File: src/design/fas_pkg.sv
// Shared types and constants for the truncating single-precision adder.
`default_nettype none
package fas_pkg;
  localparam int unsigned SigW = 24;
  localparam int unsigned ExpW = 8;
  localparam int unsigned FracW = 23;
  localparam int unsigned MagW = 31;
  localparam int unsigned DiffW = 8;

  // Control carried down the pipeline with each item.
  typedef struct packed {
    logic valid;
    logic zero;
    logic sgn;
    logic eff_sub;
  } ctl_t;
endpackage
`default_nettype wire

File: src/design/float32_add_sub_truncating.sv
// Top level of the truncating single-precision adder and subtractor.
//
// Usage: drive operand_a_i, operand_b_i and mode_i (0 add, 1 subtract) and
// pulse start_i. busy_o is always low, so an item is taken at every edge
// where start_i is high: one item per cycle sustained.
// The result is driven on result_o and exponent_wrapped_o from the pack
// stage register, marked by done_o high for one cycle.
// Four register stages: order, align, add, normalize and pack.
// The receiver cannot stall; results must be taken when done_o is high.
// Reset clears all valid bits, so no stray result follows reset.
`default_nettype none
module float32_add_sub_truncating (
  input  logic        clk_i,
  input  logic        rst_ni,
  input  logic        start_i,
  output logic        busy_o,
  input  logic [31:0] operand_a_i,
  input  logic [31:0] operand_b_i,
  input  logic        mode_i,
  output logic        done_o,
  output logic [31:0] result_o,
  output logic        exponent_wrapped_o
);
  fas_pkg::ctl_t ctl;
  logic [fas_pkg::ExpW-1:0] exp_w;
  logic [fas_pkg::SigW-1:0] sigb, aligned;
  logic borrow;

  assign busy_o = 1'b0;

  fas_align u_align (
    .clk_i, .rst_ni, .start_i, .operand_a_i, .operand_b_i, .mode_i,
    .ctl_o(ctl), .exp_o(exp_w), .sigb_o(sigb), .aligned_o(aligned),
    .borrow_o(borrow)
  );

  fas_norm u_norm (
    .clk_i, .rst_ni, .ctl_i(ctl), .exp_i(exp_w), .sigb_i(sigb),
    .aligned_i(aligned), .borrow_i(borrow), .done_o, .result_o,
    .exponent_wrapped_o
  );

  // Every start emerges as done once it has passed through the pipeline.
  a_latency: assert property (@(posedge clk_i) disable iff (!rst_ni)
    start_i |-> ##4 done_o) else $error("lost item");
  a_nospur: assert property (@(posedge clk_i) disable iff (!rst_ni)
    done_o |-> $past(start_i, 4)) else $error("spurious result");
  a_busy: assert property (@(posedge clk_i) disable iff (!rst_ni)
    !busy_o) else $error("busy raised");
endmodule
`default_nettype wire

File: src/design/fas_align.sv
// Stage one and two: order operands by magnitude, then align the smaller one.
`default_nettype none
module fas_align (
  input  logic                     clk_i,
  input  logic                     rst_ni,
  input  logic                     start_i,
  input  logic [31:0]              operand_a_i,
  input  logic [31:0]              operand_b_i,
  input  logic                     mode_i,
  output fas_pkg::ctl_t            ctl_o,
  output logic [fas_pkg::ExpW-1:0] exp_o,
  output logic [fas_pkg::SigW-1:0] sigb_o,
  output logic [fas_pkg::SigW-1:0] aligned_o,
  output logic                     borrow_o
);
  logic [31:0] b_eff, big, sml;
  fas_pkg::ctl_t ctl1_d, ctl1_q;
  logic [fas_pkg::ExpW-1:0] eb_q, es_q;
  logic [fas_pkg::FracW-1:0] fb_q, fs_q;
  logic [fas_pkg::DiffW-1:0] d;
  logic [fas_pkg::SigW-1:0] sigs;
  logic [fas_pkg::SigW:0] ext;
  fas_pkg::ctl_t ctl2_q;
  logic [fas_pkg::ExpW-1:0] exp2_q;
  logic [fas_pkg::SigW-1:0] sigb2_q, al2_q;
  logic bor2_q;

  // Order operands; equal magnitudes pick b.
  always_comb begin
    b_eff = operand_b_i ^ {mode_i, 31'd0};
    if (operand_a_i[30:0] > b_eff[30:0]) begin
      big = operand_a_i;
      sml = b_eff;
    end else begin
      big = b_eff;
      sml = operand_a_i;
    end
    ctl1_d.valid = start_i;
    ctl1_d.eff_sub = big[31] ^ sml[31];
    ctl1_d.sgn = big[31];
    ctl1_d.zero = ctl1_d.eff_sub && (big[30:0] == sml[30:0]);
  end

  always_ff @(posedge clk_i or negedge rst_ni) begin
    if (!rst_ni) begin
      ctl1_q <= '0;
    end else begin
      ctl1_q <= ctl1_d;
    end
  end

  always_ff @(posedge clk_i) begin
    eb_q <= big[30:23];
    es_q <= sml[30:23];
    fb_q <= big[22:0];
    fs_q <= sml[22:0];
  end

  // Shift the smaller significand, keep the top shifted-out bit as borrow.
  always_comb begin
    d = eb_q - es_q;
    sigs = {1'b1, fs_q};
    ext = (d > 8'd24) ? '0 : ({sigs, 1'b0} >> d[4:0]);
  end

  always_ff @(posedge clk_i or negedge rst_ni) begin
    if (!rst_ni) begin
      ctl2_q <= '0;
    end else begin
      ctl2_q <= ctl1_q;
    end
  end

  always_ff @(posedge clk_i) begin
    exp2_q <= eb_q;
    sigb2_q <= {1'b1, fb_q};
    al2_q <= ext[fas_pkg::SigW:1];
    bor2_q <= ext[0];
  end

  assign ctl_o = ctl2_q;
  assign exp_o = exp2_q;
  assign sigb_o = sigb2_q;
  assign aligned_o = al2_q;
  assign borrow_o = bor2_q;
endmodule
`default_nettype wire

File: src/design/fas_norm.sv
// Stage three and four: add or subtract, then normalize and pack.
`default_nettype none
module fas_norm (
  input  logic                     clk_i,
  input  logic                     rst_ni,
  input  fas_pkg::ctl_t            ctl_i,
  input  logic [fas_pkg::ExpW-1:0] exp_i,
  input  logic [fas_pkg::SigW-1:0] sigb_i,
  input  logic [fas_pkg::SigW-1:0] aligned_i,
  input  logic                     borrow_i,
  output logic                     done_o,
  output logic [31:0]              result_o,
  output logic                     exponent_wrapped_o
);
  logic [fas_pkg::SigW:0] sum;
  fas_pkg::ctl_t ctl3_q;
  logic [fas_pkg::SigW:0] sum3_q;
  logic [fas_pkg::ExpW-1:0] exp3_q;
  logic [fas_pkg::SigW-1:0] sig;
  logic [4:0] lz;
  logic [9:0] e;
  logic wrap, zero;
  logic done_q;
  logic [31:0] res_q;
  logic wrap_q;

  // Add or subtract the aligned significands.
  always_comb begin
    if (ctl_i.eff_sub) begin
      sum = {1'b0, sigb_i} - {1'b0, aligned_i} - {24'd0, borrow_i};
    end else begin
      sum = {1'b0, sigb_i} + {1'b0, aligned_i};
    end
  end

  always_ff @(posedge clk_i or negedge rst_ni) begin
    if (!rst_ni) begin
      ctl3_q <= '0;
    end else begin
      ctl3_q <= ctl_i;
    end
  end

  always_ff @(posedge clk_i) begin
    sum3_q <= sum;
    exp3_q <= exp_i;
  end

  // Count leading zeros and renormalize.
  always_comb begin
    lz = 5'd0;
    for (int i = 0; i < 24; i++) begin
      if (sum3_q[i]) lz = 5'(23 - i);
    end
    zero = ctl3_q.zero || (ctl3_q.eff_sub && (sum3_q[23:0] == '0));
    if (!ctl3_q.eff_sub && sum3_q[24]) begin
      sig = sum3_q[24:1];
      e = {2'b00, exp3_q} + 10'd1;
    end else begin
      sig = sum3_q[23:0] << lz;
      e = {2'b00, exp3_q} - {5'd0, lz};
    end
    wrap = e[9] || e[8];
  end

  always_ff @(posedge clk_i or negedge rst_ni) begin
    if (!rst_ni) begin
      done_q <= 1'b0;
    end else begin
      done_q <= ctl3_q.valid;
    end
  end

  always_ff @(posedge clk_i) begin
    res_q <= zero ? 32'd0 : {ctl3_q.sgn, e[7:0], sig[22:0]};
    wrap_q <= zero ? 1'b0 : wrap;
  end

  assign done_o = done_q;
  assign result_o = res_q;
  assign exponent_wrapped_o = wrap_q;
endmodule
`default_nettype wire
File: config.mk
export PLATFORM = sky130hd
export DESIGN_NAME = float32_add_sub_truncating
export DESIGN_NICKNAME = d
export VERILOG_FILES = /design/src/design/fas_pkg.sv /design/src/design/float32_add_sub_truncating.sv /design/src/design/fas_align.sv /design/src/design/fas_norm.sv
export SDC_FILE = /design/constraint.sdc
export NUM_CORES = 1
export LEC_CHECK = 0
export ABC_AREA = 1
export BUFFER_PORTS_ARGS = -buffer_cell sky130_fd_sc_hd__buf_2
export CORE_MARGIN = 4
export CORE_UTILIZATION = 50
export CTS_CLUSTER_SIZE = 16
export DETAILED_ROUTE_END_ITERATION = 12
export PLACE_DENSITY = 0.68
export SLEW_MARGIN = 10
export SYNTH_ARGS = -nofsm -noshare
export SYNTH_HDL_FRONTEND = slang
export SYNTH_HIERARCHICAL = 1
export SYNTH_SLANG_ARGS = --single-unit
File: constraint.sdc
create_clock -name clk_i -period 3.3 [get_ports clk_i]
set_clock_uncertainty 0.05 [all_clocks]
set_input_delay 0.165 -clock clk_i [delete_from_list [all_inputs] [get_ports clk_i]]
set_output_delay 0.165 -clock clk_i [all_outputs]
set_load 0.05 [all_outputs]
==> reports/results.ini, run 1 <==
[status]
status=complete, no violations

[yosys]
synth-edff-count=0
syn_nets=2054
synth_cell_types=55
synth_seq_area_share=0.318
synth_ff_type=dfxtp_1
synth_warnings=6
syn_area_um2=12600
ys_ff_latch=197
avgSynthCellArea_um2=6.75
netlist_instances=1867
async_flop_share=0.0660

[worst_hold_path]
min_from=operand_a_i[31]
hold_path.class=input pin to flip-flop
holdPathStages=3
holdPathEnd=u_align/ctl1_q[1]$_DFF_PN0_

[clocking]
cts_made_buffers=17
clk_pin_slew_ps=70
cts_htree_levels=4
clock-sinks=197
clk_latency_ps=430
cts_tree=built
clockBufferDepth=2
root_buffer=clkbuf_16

[power_and_ir_drop]
totalPowerFinal_mw=11.1
max-vdd-ir-drop_mv=0.549
cellLeakagePower_nw=7.79
cellPowerDensity_nw_per_um2=748

[routing]
first_pass_iters=5
ant_nets=0
vias=12200
wl_mm=31.1
drt_first_iter_violations=905
vias_per_cell=5.13
wl_per_cell_um=13.1
drc=0

[global_routing]
grt_overflow=0
grt_usage=0.221
grt_max_degree=65
antenna_found_initial=1
grt_pass1_wl_mm=52.5
grt_pass1_vias=11500

[layout]
nets=2228
antennaDiodeCount=0
fill_cells=2344
syn2layout_area_growth_pct=18.0
drive_gt1_frac=0.100

[timing]
finalCritPeriodShare=0.955
clock.fmax_ghz=0.317
max_slew_margin=0.592
period_minus_slack_ps=3150
rsz0062_at_grt=true
drv_slew=0
hold_viol=0
worstMarginPinSlew_ps=612
setup_viol=0
setup_tns_ps=0
setup_ws_ps=149

[floorplan]
fp.dieW_um=167
row_count=57
die_h_um=167
start_util=0.513
die-area_um2=27800
pin_count=103
core_area_um2=24500

[worst_setup_path]
start_kind=flip-flop
worstSetupPathType=flip-flop to flip-flop
cp-end-kind=flip-flop
required_ps=3550
reg2reg_to=u_norm/sum3_q[20]$_DFF_P_
r2r_start=u_align/sigb_o[0]$_DFF_P_
rrSetupSlack_ps=150
path_max_fanout=4
reg2regPathDepth=18
cp.arrival_ps=3400

[job]
maxCapViolations=0

[place]
hpwl_mm=23.9
portBuffers=101
place_congestion=0.943
place_ws_ps=56.3

-- what timing repair did --
| item | 4_1_cts | 5_1_grt |
|---|---|---|
| hold buffers | 95 | 0 |
| resized for setup | 0 | 19 |
| buffers inserted | 0 | 1 |
| endpoints found under the hold margin | 76 | 0 |
| endpoints found under the setup margin | 0 | 7 |
-- metrics by stage --
step	instance area, µm²	std cells	utilization	hold WS (ps)
5_1_grt	14900	2378	0.606	39.3
6_report	14900	2378	0.606	28.8
4_1_cts	14800	2377	0.603	4.78
3_3_place_gp	13300	2250	0.542	9.39
3_5_place_dp	13300	2250	0.542	14.5
2_1_floorplan	12600	1867	-	-181
-- kinds of logic after synthesis --
kind of cell	synth area share
simple gates	0.337
buf+inv	0.106
compound gates	0.103
flops	0.318
fa+ha+maj	0.121
xor+xnor	0.0145
other cells	0.000596
-- worst max-delay path by stage --
| stage | from | to | cells after the start |
|---|---|---|---|
| after CTS | u_align/aligned_o[0]$_SDFF_PN0_ | u_norm/sum3_q[22]$_DFF_P_ | 20 |
| after detailed placement | u_align/aligned_o[0]$_SDFF_PN0_ | u_norm/sum3_q[22]$_DFF_P_ | 20 |
| after floorplan | u_align/aligned_o[0]$_SDFF_PN0_ | u_norm/sum3_q[22]$_DFF_P_ | 20 |
| final | u_align/sigb_o[0]$_DFF_P_ | u_norm/sum3_q[20]$_DFF_P_ | 18 |
| after global placement | u_align/aligned_o[0]$_SDFF_PN0_ | u_norm/sum3_q[22]$_DFF_P_ | 20 |
| after global routing | u_align/sigb_o[0]$_DFF_P_ | u_norm/sum3_q[20]$_DFF_P_ | 18 |
-- flip-flops by register name, indices dropped and copies added (netlist names) --
register and flops:
u_align/aligned_o 24, u_align/borrow_o 1, u_align/ctl1_q 4, u_align/ctl_o 4, u_align/eb_q 8, u_align/es_q 8, u_align/exp_o 8, u_align/fb_q 23
u_align/fs_q 23, u_align/sigb_o 23, u_norm/ctl3_q 4, u_norm/done_o 1, u_norm/exp3_q 8, u_norm/exponent_wrapped_o 1, u_norm/result_o 32, u_norm/sum3_q 25
-- cell type report --
| class | count | area [µm²] | share of cell area |
|---|---|---|---|
| clock buffer | 20 | 447 | 0.0300 |
| sequential | 197 | 4010 | 0.270 |
| multi-input combinational | 1356 | 7300 | 0.491 |
| clock inverter | 12 | 115 | 0.00774 |
| timing repair buffer | 223 | 1660 | 0.112 |
| tap | 324 | 405 | 0.0273 |
| inverter | 246 | 923 | 0.0621 |
-- critical path, stage by stage (launching register included) --
cell and delay, ps:
dfxtp_1 340, fa_2 420, fa_2 360, nor2_2 110, nor2_1 60, nor2_2 90
o21ai_1 70, and2_1 150, or2_4 230, a21oi_4 150, o21ai_2 110, a21oi_2 170
inv_2 60, nand2_2 70, o211ai_4 90, a21boi_4 210, inv_1 70, o21ai_0 140
o21ai_1 70
-- synth_stat cells, types with 3 or more instances --
| master | number | area, µm² |
|---|---|---|
| nand3_1 | 277 | 1390 |
| dfxtp_1 | 184 | 3680 |
| a21oi_1 | 106 | 531 |
| nor2_1 | 118 | 443 |
| xor2_1 | 16 | 140 |
| o31ai_1 | 5 | 37.5 |
| buf_4 | 8 | 60.1 |
| a211oi_1 | 3 | 22.5 |
| o21ai_1 | 7 | 35.0 |
| nand3_2 | 3 | 30.0 |
| o22ai_1 | 3 | 18.8 |
| buf_6 | 12 | 135 |
| a31oi_1 | 6 | 37.5 |
| a21boi_0 | 3 | 22.5 |
| fa_1 | 5 | 100 |
| o21ai_0 | 68 | 340 |
| o21bai_1 | 3 | 22.5 |
| o211ai_1 | 6 | 45.0 |
| buf_2 | 28 | 140 |
| nor4_1 | 7 | 43.8 |
| nor2_2 | 4 | 25.0 |
| xnor2_1 | 3 | 26.3 |
| ha_1 | 114 | 1430 |
| nand2_1 | 530 | 1990 |
| nor3_1 | 8 | 40.0 |
| nand2_2 | 5 | 31.3 |
| nand3b_1 | 4 | 30.0 |
| inv_1 | 238 | 893 |
| dfrtp_1 | 13 | 325 |
| or2_2 | 4 | 25.0 |
| a21o_1 | 4 | 30.0 |
| nand4_1 | 19 | 119 |
| inv_2 | 6 | 22.5 |
| clkbuf_1 | 20 | 75.1 |
-- layout by cell type, fill, tap and decap left out, drive strengths merged, types with 2 or more instances in the layout --
cell         count
xnor2            4
o211ai           7
a21oi          108
clkinvlp         2
clkbuf          20
buf            128
nor2           123
conb             2
a31oi            6
nor4             7
o21ai           76
dfxtp          184
nand2          537
nor3             8
fa               5
dfrtp           13
a41oi            2
xor2            16
o22ai            3
nand3          280
a211oi           3
o31ai            5
or2              5
dlygate4sd3     95
a21o             4
nand4           20
a21boi           4
nand3b           4
ha             114
and2             2
clkinv           6
o21a             2
o21bai           3
inv            250
-- metal layers --
metal  routed length (µm)  share of wire  vias to the layer above  global-route usage
met3                 1250          0.040                       74              0.0303
met5                    0              0                        -                   0
met4                  997          0.032                        0              0.0843
met1                14100           0.45                     5408               0.283
li1                     -              -                     6387                   -
met2                14700           0.47                      336               0.379
-- where the power goes --
group          internal (mW)  leakage (nW)  switching [mW]
clock                   1.02         0.270           0.929
combinational           1.98          5.82            3.96
sequential              2.94          1.70           0.301
No activity file was read; power rests on OpenSTA's default activity.
==> run 2: changes to the inputs <==
Settings changed: CELL_PAD_IN_SITES_DETAIL_PLACEMENT set to 0, CELL_PAD_IN_SITES_GLOBAL_PLACEMENT set to 1, CORE_UTILIZATION 50 to 44, PLACE_DENSITY 0.68 to not set, PLACE_DENSITY_LB_ADDON set to 0.1.
==> reports/results.ini, run 2 (synthesis gave the netlist of run 1 again) <==
[global_routing]
grt_usage=0.222  ; was 0.221
grt_max_degree=65  ; unchanged
grt_overflow=0  ; unchanged
grt_pass1_wl_mm=57.1  ; was 52.5 mm
grt_pass1_vias=11500  ; unchanged
antenna_found_initial=0  ; was 1

[worst_setup_path]
crit_path_start=u_align/borrow_o$_SDFF_PN0_  ; was u_align/sigb_o[0]$_DFF_P_
required_ps=3600  ; was 3550 ps
crit_end=u_norm/sum3_q[22]$_DFF_P_  ; was u_norm/sum3_q[20]$_DFF_P_
path_max_fanout=3  ; was 4
reg2regPathDepth=20  ; was 18
cp.arrival_ps=3530  ; was 3400 ps
worstSetupPathType=flip-flop to flip-flop  ; unchanged
r2r_start=u_align/borrow_o$_SDFF_PN0_  ; was u_align/sigb_o[0]$_DFF_P_
start_kind=flip-flop  ; unchanged
reg2reg_to=u_norm/sum3_q[22]$_DFF_P_  ; was u_norm/sum3_q[20]$_DFF_P_
cp-end-kind=flip-flop  ; unchanged
rrSetupSlack_ps=70  ; was 150 ps

[timing]
rsz0062_at_grt=true  ; unchanged
setup_ws_ps=70.3  ; was 149 ps
hold_viol=0  ; unchanged
setup_viol=0  ; unchanged
setup_tns_ps=0  ; unchanged
worstMarginPinSlew_ps=697  ; was 612 ps
period_minus_slack_ps=3230  ; was 3150 ps
max_slew_margin=0.535  ; was 0.592
finalCritPeriodShare=0.979  ; was 0.955
drv_slew=0  ; unchanged
clock.fmax_ghz=0.310  ; was 0.317 GHz

[clocking]
clock-sinks=197  ; unchanged
clockBufferDepth=2  ; unchanged
cts_htree_levels=4  ; unchanged
root_buffer=clkbuf_16  ; unchanged
cts_tree=built  ; unchanged
cts_made_buffers=17  ; unchanged
clk_latency_ps=440  ; was 430 ps
clk_pin_slew_ps=80  ; was 70 ps

[place]
place_congestion=0.914  ; was 0.943
portBuffers=101  ; unchanged
hpwl_mm=26.7  ; was 23.9 mm
place_ws_ps=13.2  ; was 56.3 ps

[floorplan]
fp.dieW_um=177  ; was 167 µm
core_area_um2=28000  ; was 24500 µm²
row_count=61  ; was 57
pin_count=103  ; unchanged
start_util=0.450  ; was 0.513
die_h_um=177  ; was 167 µm
die-area_um2=31400  ; was 27800 µm²

[routing]
ant_nets=0  ; unchanged
wl_per_cell_um=14.1  ; was 13.1 µm
wl_mm=34.5  ; was 31.1 mm
first_pass_iters=5  ; unchanged
vias_per_cell=5.02  ; was 5.13
drc=0  ; unchanged
drt_first_iter_violations=814  ; was 905
vias=12300  ; was 12200

[layout]
syn2layout_area_growth_pct=20.8  ; was 18.0%
layout_common_cells=nand2_1 (528), nand3_1 (277), inv_1 (234), dfxtp_1 (177), nor2_1 (116)  ; was nand2_1 (530), nand3_1 (277), inv_1 (237), dfxtp_1 (181), nor2_1 (117)
largest_reg_flops=32  ; unchanged
fill_cells=2824  ; was 2344
multi_input_area_um2=7400  ; was 7300 µm²
layout_commonest_cell=nand2_1  ; unchanged
nets=2244  ; was 2228
antennaDiodeCount=0  ; unchanged
drive_gt1_frac=0.119  ; was 0.100
seq_area_um2=4020  ; was 4010 µm²

[power_and_ir_drop]
max-vdd-ir-drop_mv=0.365  ; was 0.549 mV
cellPowerDensity_nw_per_um2=768  ; was 748 nW/µm²
cellLeakagePower_nw=7.91  ; was 7.79 nW
totalPowerFinal_mw=11.7  ; was 11.1 mW

[job]
maxCapViolations=0  ; unchanged

[worst_hold_path]
hold_path.class=input pin to flip-flop  ; unchanged
min_from=operand_b_i[31]  ; was operand_a_i[31]

[status]
status=complete, no violations  ; unchanged

[run 2: metal layers]
metal / global-route usage / up-vias / part of all wire
li1: - / 6418 / -
met1: 0.299 / 5542 / 0.47
met2: 0.373 / 284 / 0.46
met3: 0.0265 / 54 / 0.032
met4: 0.0729 / 0 / 0.029
met5: 0 / - / 0
[run 2: worst max-delay path, stage by stage (launching register included)]
cell      delay (ps)
dfxtp_1          340
inv_2             40
fa_2             380
fa_2             360
nor2_2           140
nor2_2            60
nor2_2           110
o21ai_2           70
and2_4           140
or2_4            240
a21oi_4          190
o21ai_4           80
a21oi_2          170
inv_2             60
nand2_2           70
o211ai_4          90
a21boi_4         220
o21ai_1          100
nand2_1           70
nand2_1           50
o22ai_1          150
[run 2: area by class of cell]
| class | count | area share |
|---|---|---|
| Timing Repair Buffer | 239 | 0.117 |
| Tap cell | 378 | 0.0311 |
| Multi-Input combinational cell | 1356 | 0.487 |
| Sequential cell | 197 | 0.264 |
| Clock inverter | 15 | 0.0127 |
| Clock buffer | 17 | 0.0280 |
| Inverter | 246 | 0.0607 |
[run 2: timing repair]
action / CTS / global route
gates resized for setup: 1 / 43
pin swaps: 1 / 14
setup buffers: 0 / 8
hold buffers: 95 / 0
hold endpoints to repair: 76 / 0
setup endpoints to repair: 2 / 11
[run 2: how the worst min path moves through the flow]
stage | endpoint | slack, ps | cells after the start
2_1_floorplan | u_align/ctl1_q[0]$_DFF_PN0_ | -180 | 0
3_3_place_gp | u_align/ctl1_q[3]$_DFF_PN0_ | 10 | 1
3_5_place_dp | u_align/ctl1_q[3]$_DFF_PN0_ | 20 | 1
4_1_cts | u_align/fb_q[3]$_DFF_P_ | 30 | 3
5_1_grt | u_align/fb_q[3]$_DFF_P_ | 60 | 3
6_report | u_align/ctl1_q[1]$_DFF_PN0_ | 30 | 4
[run 2: power by group]
part	internal [mW]	switching, mW
Clock	1.05	1.09
Sequential	2.94	0.337
Combinational	2.08	4.17
Total	6.07	5.60
[run 2: per-stage QoR]
step	hold slack (ps)	cell area (µm²)	std cells	utilization
2_1_floorplan	-181	12600	1867	-
3_3_place_gp	11.6	13400	2313	0.479
3_5_place_dp	18.5	13400	2313	0.479
4_1_cts	29.9	15000	2440	0.535
5_1_grt	63.6	15200	2448	0.543
6_report	30.9	15200	2448	0.543
==> run 3: changes to the inputs <==
Clock period 3.3 ns to 3.4 ns, I/O delays scaled along.
==> reports/results.ini, run 3 (synthesis gave the netlist of run 1 again) <==
[worst_setup_path]
required_ps=3700  ; was 3600 ps
cp-end-kind=flip-flop  ; unchanged
worstSetupPathType=flip-flop to flip-flop  ; unchanged
path_max_fanout=4  ; was 3
r2r_start=u_align/aligned_o[0]$_SDFF_PN0_  ; was u_align/borrow_o$_SDFF_PN0_
cp.arrival_ps=3540  ; was 3530 ps
crit_path_start=u_align/aligned_o[0]$_SDFF_PN0_  ; was u_align/borrow_o$_SDFF_PN0_
start_kind=flip-flop  ; unchanged

[global_routing]
grt_usage=0.222  ; about the same
grt_pass1_wl_mm=57.3  ; was 57.1 mm
grt_overflow=0  ; unchanged
antenna_found_initial=2  ; was 0
grt_pass1_vias=11600  ; was 11500
grt_max_degree=65  ; unchanged

[power_and_ir_drop]
p_int_mw=5.88  ; was 6.07 mW
power_frac_comb=0.528  ; was 0.536
max-vdd-ir-drop_mv=0.367  ; was 0.365 mV
switchingPower_mw=5.41  ; was 5.60 mW
swShare=0.479  ; was 0.480
p_seq_frac=0.283  ; was 0.281
cellLeakagePower_nw=7.84  ; was 7.91 nW
power_frac_clock=0.189  ; was 0.183
cellPowerDensity_nw_per_um2=748  ; was 768 nW/µm²

[floorplan]
die_h_um=177  ; unchanged
start_util=0.450  ; unchanged
core_area_um2=28000  ; unchanged
row_count=61  ; unchanged
pin_count=103  ; unchanged
die-area_um2=31400  ; unchanged
fp.dieW_um=177  ; unchanged

[layout]
largest_reg_flops=32  ; unchanged
syn2layout_area_growth_pct=19.7  ; was 20.8%
nets=2230  ; was 2244
layout_common_cells=nand2_1 (528), nand3_1 (277), inv_1 (237), dfxtp_1 (179), nor2_1 (118)  ; was nand2_1 (528), nand3_1 (277), inv_1 (234), dfxtp_1 (177), nor2_1 (116)
layout_commonest_cell=nand2_1  ; unchanged
antennaDiodeCount=0  ; unchanged
drive_gt1_frac=0.106  ; was 0.119

[timing]
hold_ws_ps=37.9  ; was 30.9 ps
worstMarginPinSlew_ps=747  ; was 697 ps
rsz0062_at_grt=true  ; unchanged
setup_viol=0  ; unchanged
max_slew_margin=0.500  ; was 0.535
period_minus_slack_ps=3230  ; about the same
drv_slew=0  ; unchanged
finalCritPeriodShare=0.951  ; was 0.979
setup_tns_ps=0  ; unchanged
clock.fmax_ghz=0.309  ; was 0.310 GHz
hold_viol=0  ; unchanged

[clocking]
clock-sinks=197  ; unchanged
cts_tree=built  ; unchanged
clk_pin_slew_ps=90  ; was 80 ps
root_buffer=clkbuf_16  ; unchanged
clockBufferDepth=2  ; unchanged
clk_latency_ps=440  ; about the same
cts_setup_buffers=0  ; unchanged
cts_htree_levels=4  ; unchanged
cts_made_buffers=17  ; unchanged

[worst_hold_path]
hold_path.class=input pin to flip-flop  ; unchanged
min_from=operand_b_i[31]  ; unchanged

[place]
place_congestion=0.874  ; was 0.914
hpwl_mm=26.9  ; was 26.7 mm
portBuffers=101  ; unchanged

[status]
status=complete, no violations  ; unchanged

[routing]
wl_per_cell_um=14.2  ; was 14.1 µm
drt_first_iter_violations=806  ; was 814
ant_nets=0  ; unchanged
first_pass_iters=5  ; unchanged
vias_per_cell=5.03  ; was 5.02
drc=0  ; unchanged
wl_mm=34.5  ; about the same
vias=12200  ; was 12300

[job]
maxCapViolations=0  ; unchanged

run 3: changes by cell type in the layout (fill, tap and decap cells not counted), sizes merged:
| cell | delta |
|---|---|
| clkinvlp | +1 |
| buf | -14 |
| clkinv | -1 |
| inv | -1 |
| bufinv | +1 |
run 3: metal layers:
| metal | GRT usage | wire (µm) | part of all wire | vias up |
|---|---|---|---|---|
| met4 | 0.0748 | 948 | 0.027 | 0 |
| li1 | - | - | - | 6394 |
| met3 | 0.0288 | 1320 | 0.038 | 51 |
| met2 | 0.367 | 15900 | 0.46 | 302 |
| met1 | 0.301 | 16400 | 0.47 | 5488 |
| met5 | 0 | 0 | 0 | - |
run 3: path summary, 6_finish.rpt:
kind | to | slack [ps] | depth (start not counted)
setup / recovery | u_norm/sum3_q[22]$_DFF_P_ | 170 | 20
hold / removal | u_align/ctl1_q[1]$_DFF_PN0_ | 40 | 4
setup reg to reg | u_norm/sum3_q[22]$_DFF_P_ | 170 | 20
hold reg to reg | u_norm/exp3_q[5]$_DFF_P_ | 280 | 0
max in group asynchronous | u_norm/ctl3_q[0]$_DFF_PN0_ | 2960 | 2
min in group asynchronous | u_align/ctl1_q[1]$_DFF_PN0_ | 100 | 2
run 3: critical path, stage by stage, from the launching register on:
cell	delay [ps]
dfxtp_2	330
inv_1	50
fa_2	380
fa_2	360
nor2_2	110
nor2_1	60
nor2_2	90
o21ai_1	80
and2_1	150
or2_4	240
a21oi_4	150
o21ai_2	100
a21oi_2	190
inv_2	60
nand2_2	70
o211ai_4	90
a21boi_4	200
o21ai_1	90
nand2_1	80
nand2_1	60
o22ai_1	150
run 3: what timing repair did:
action / in CTS / in global routing
hold buffers: 95 / 0
gates resized for setup: 0 / 26
endpoints found under the setup margin: 0 / 9
endpoints found under the hold margin: 76 / 0
run 3: area by class of cell:
| cell class | count | area, µm² |
|---|---|---|
| clock buffer | 17 | 425 |
| clock inverter | 15 | 219 |
| fill | 2813 | 12900 |
| inverter | 246 | 923 |
| multi-input combinational | 1356 | 7340 |
| sequential | 197 | 4020 |
| tap | 378 | 473 |
| timing repair buffer | 225 | 1690 |
run 3: metrics by stage:
stage / std cells / power, mW / utilization / instance area, µm² / worst slack (ps)
2_1_floorplan: 1867 / 7.54 / - / 12600 / 410
3_3_place_gp: 2307 / 9.01 / 0.478 / 13400 / 185
3_5_place_dp: 2307 / 9.00 / 0.478 / 13400 / 125
4_1_cts: 2434 / 11.3 / 0.535 / 15000 / 74.0
5_1_grt: 2434 / 12.2 / 0.538 / 15100 / -18.7
6_report: 2434 / 11.3 / 0.538 / 15100 / 166
run 3: power by group through the flow:
| stage | logic, mW | clock network, mW | registers [mW] |
|---|---|---|---|
| global route | 6.68 | 2.30 | 3.25 |
| detailed placement | 5.76 | 0 | 3.24 |
| floorplan | 3.77 | 0 | 3.76 |
| CTS | 5.90 | 2.19 | 3.19 |
| global placement | 5.77 | 0 | 3.23 |
| finish | 5.96 | 2.14 | 3.19 |
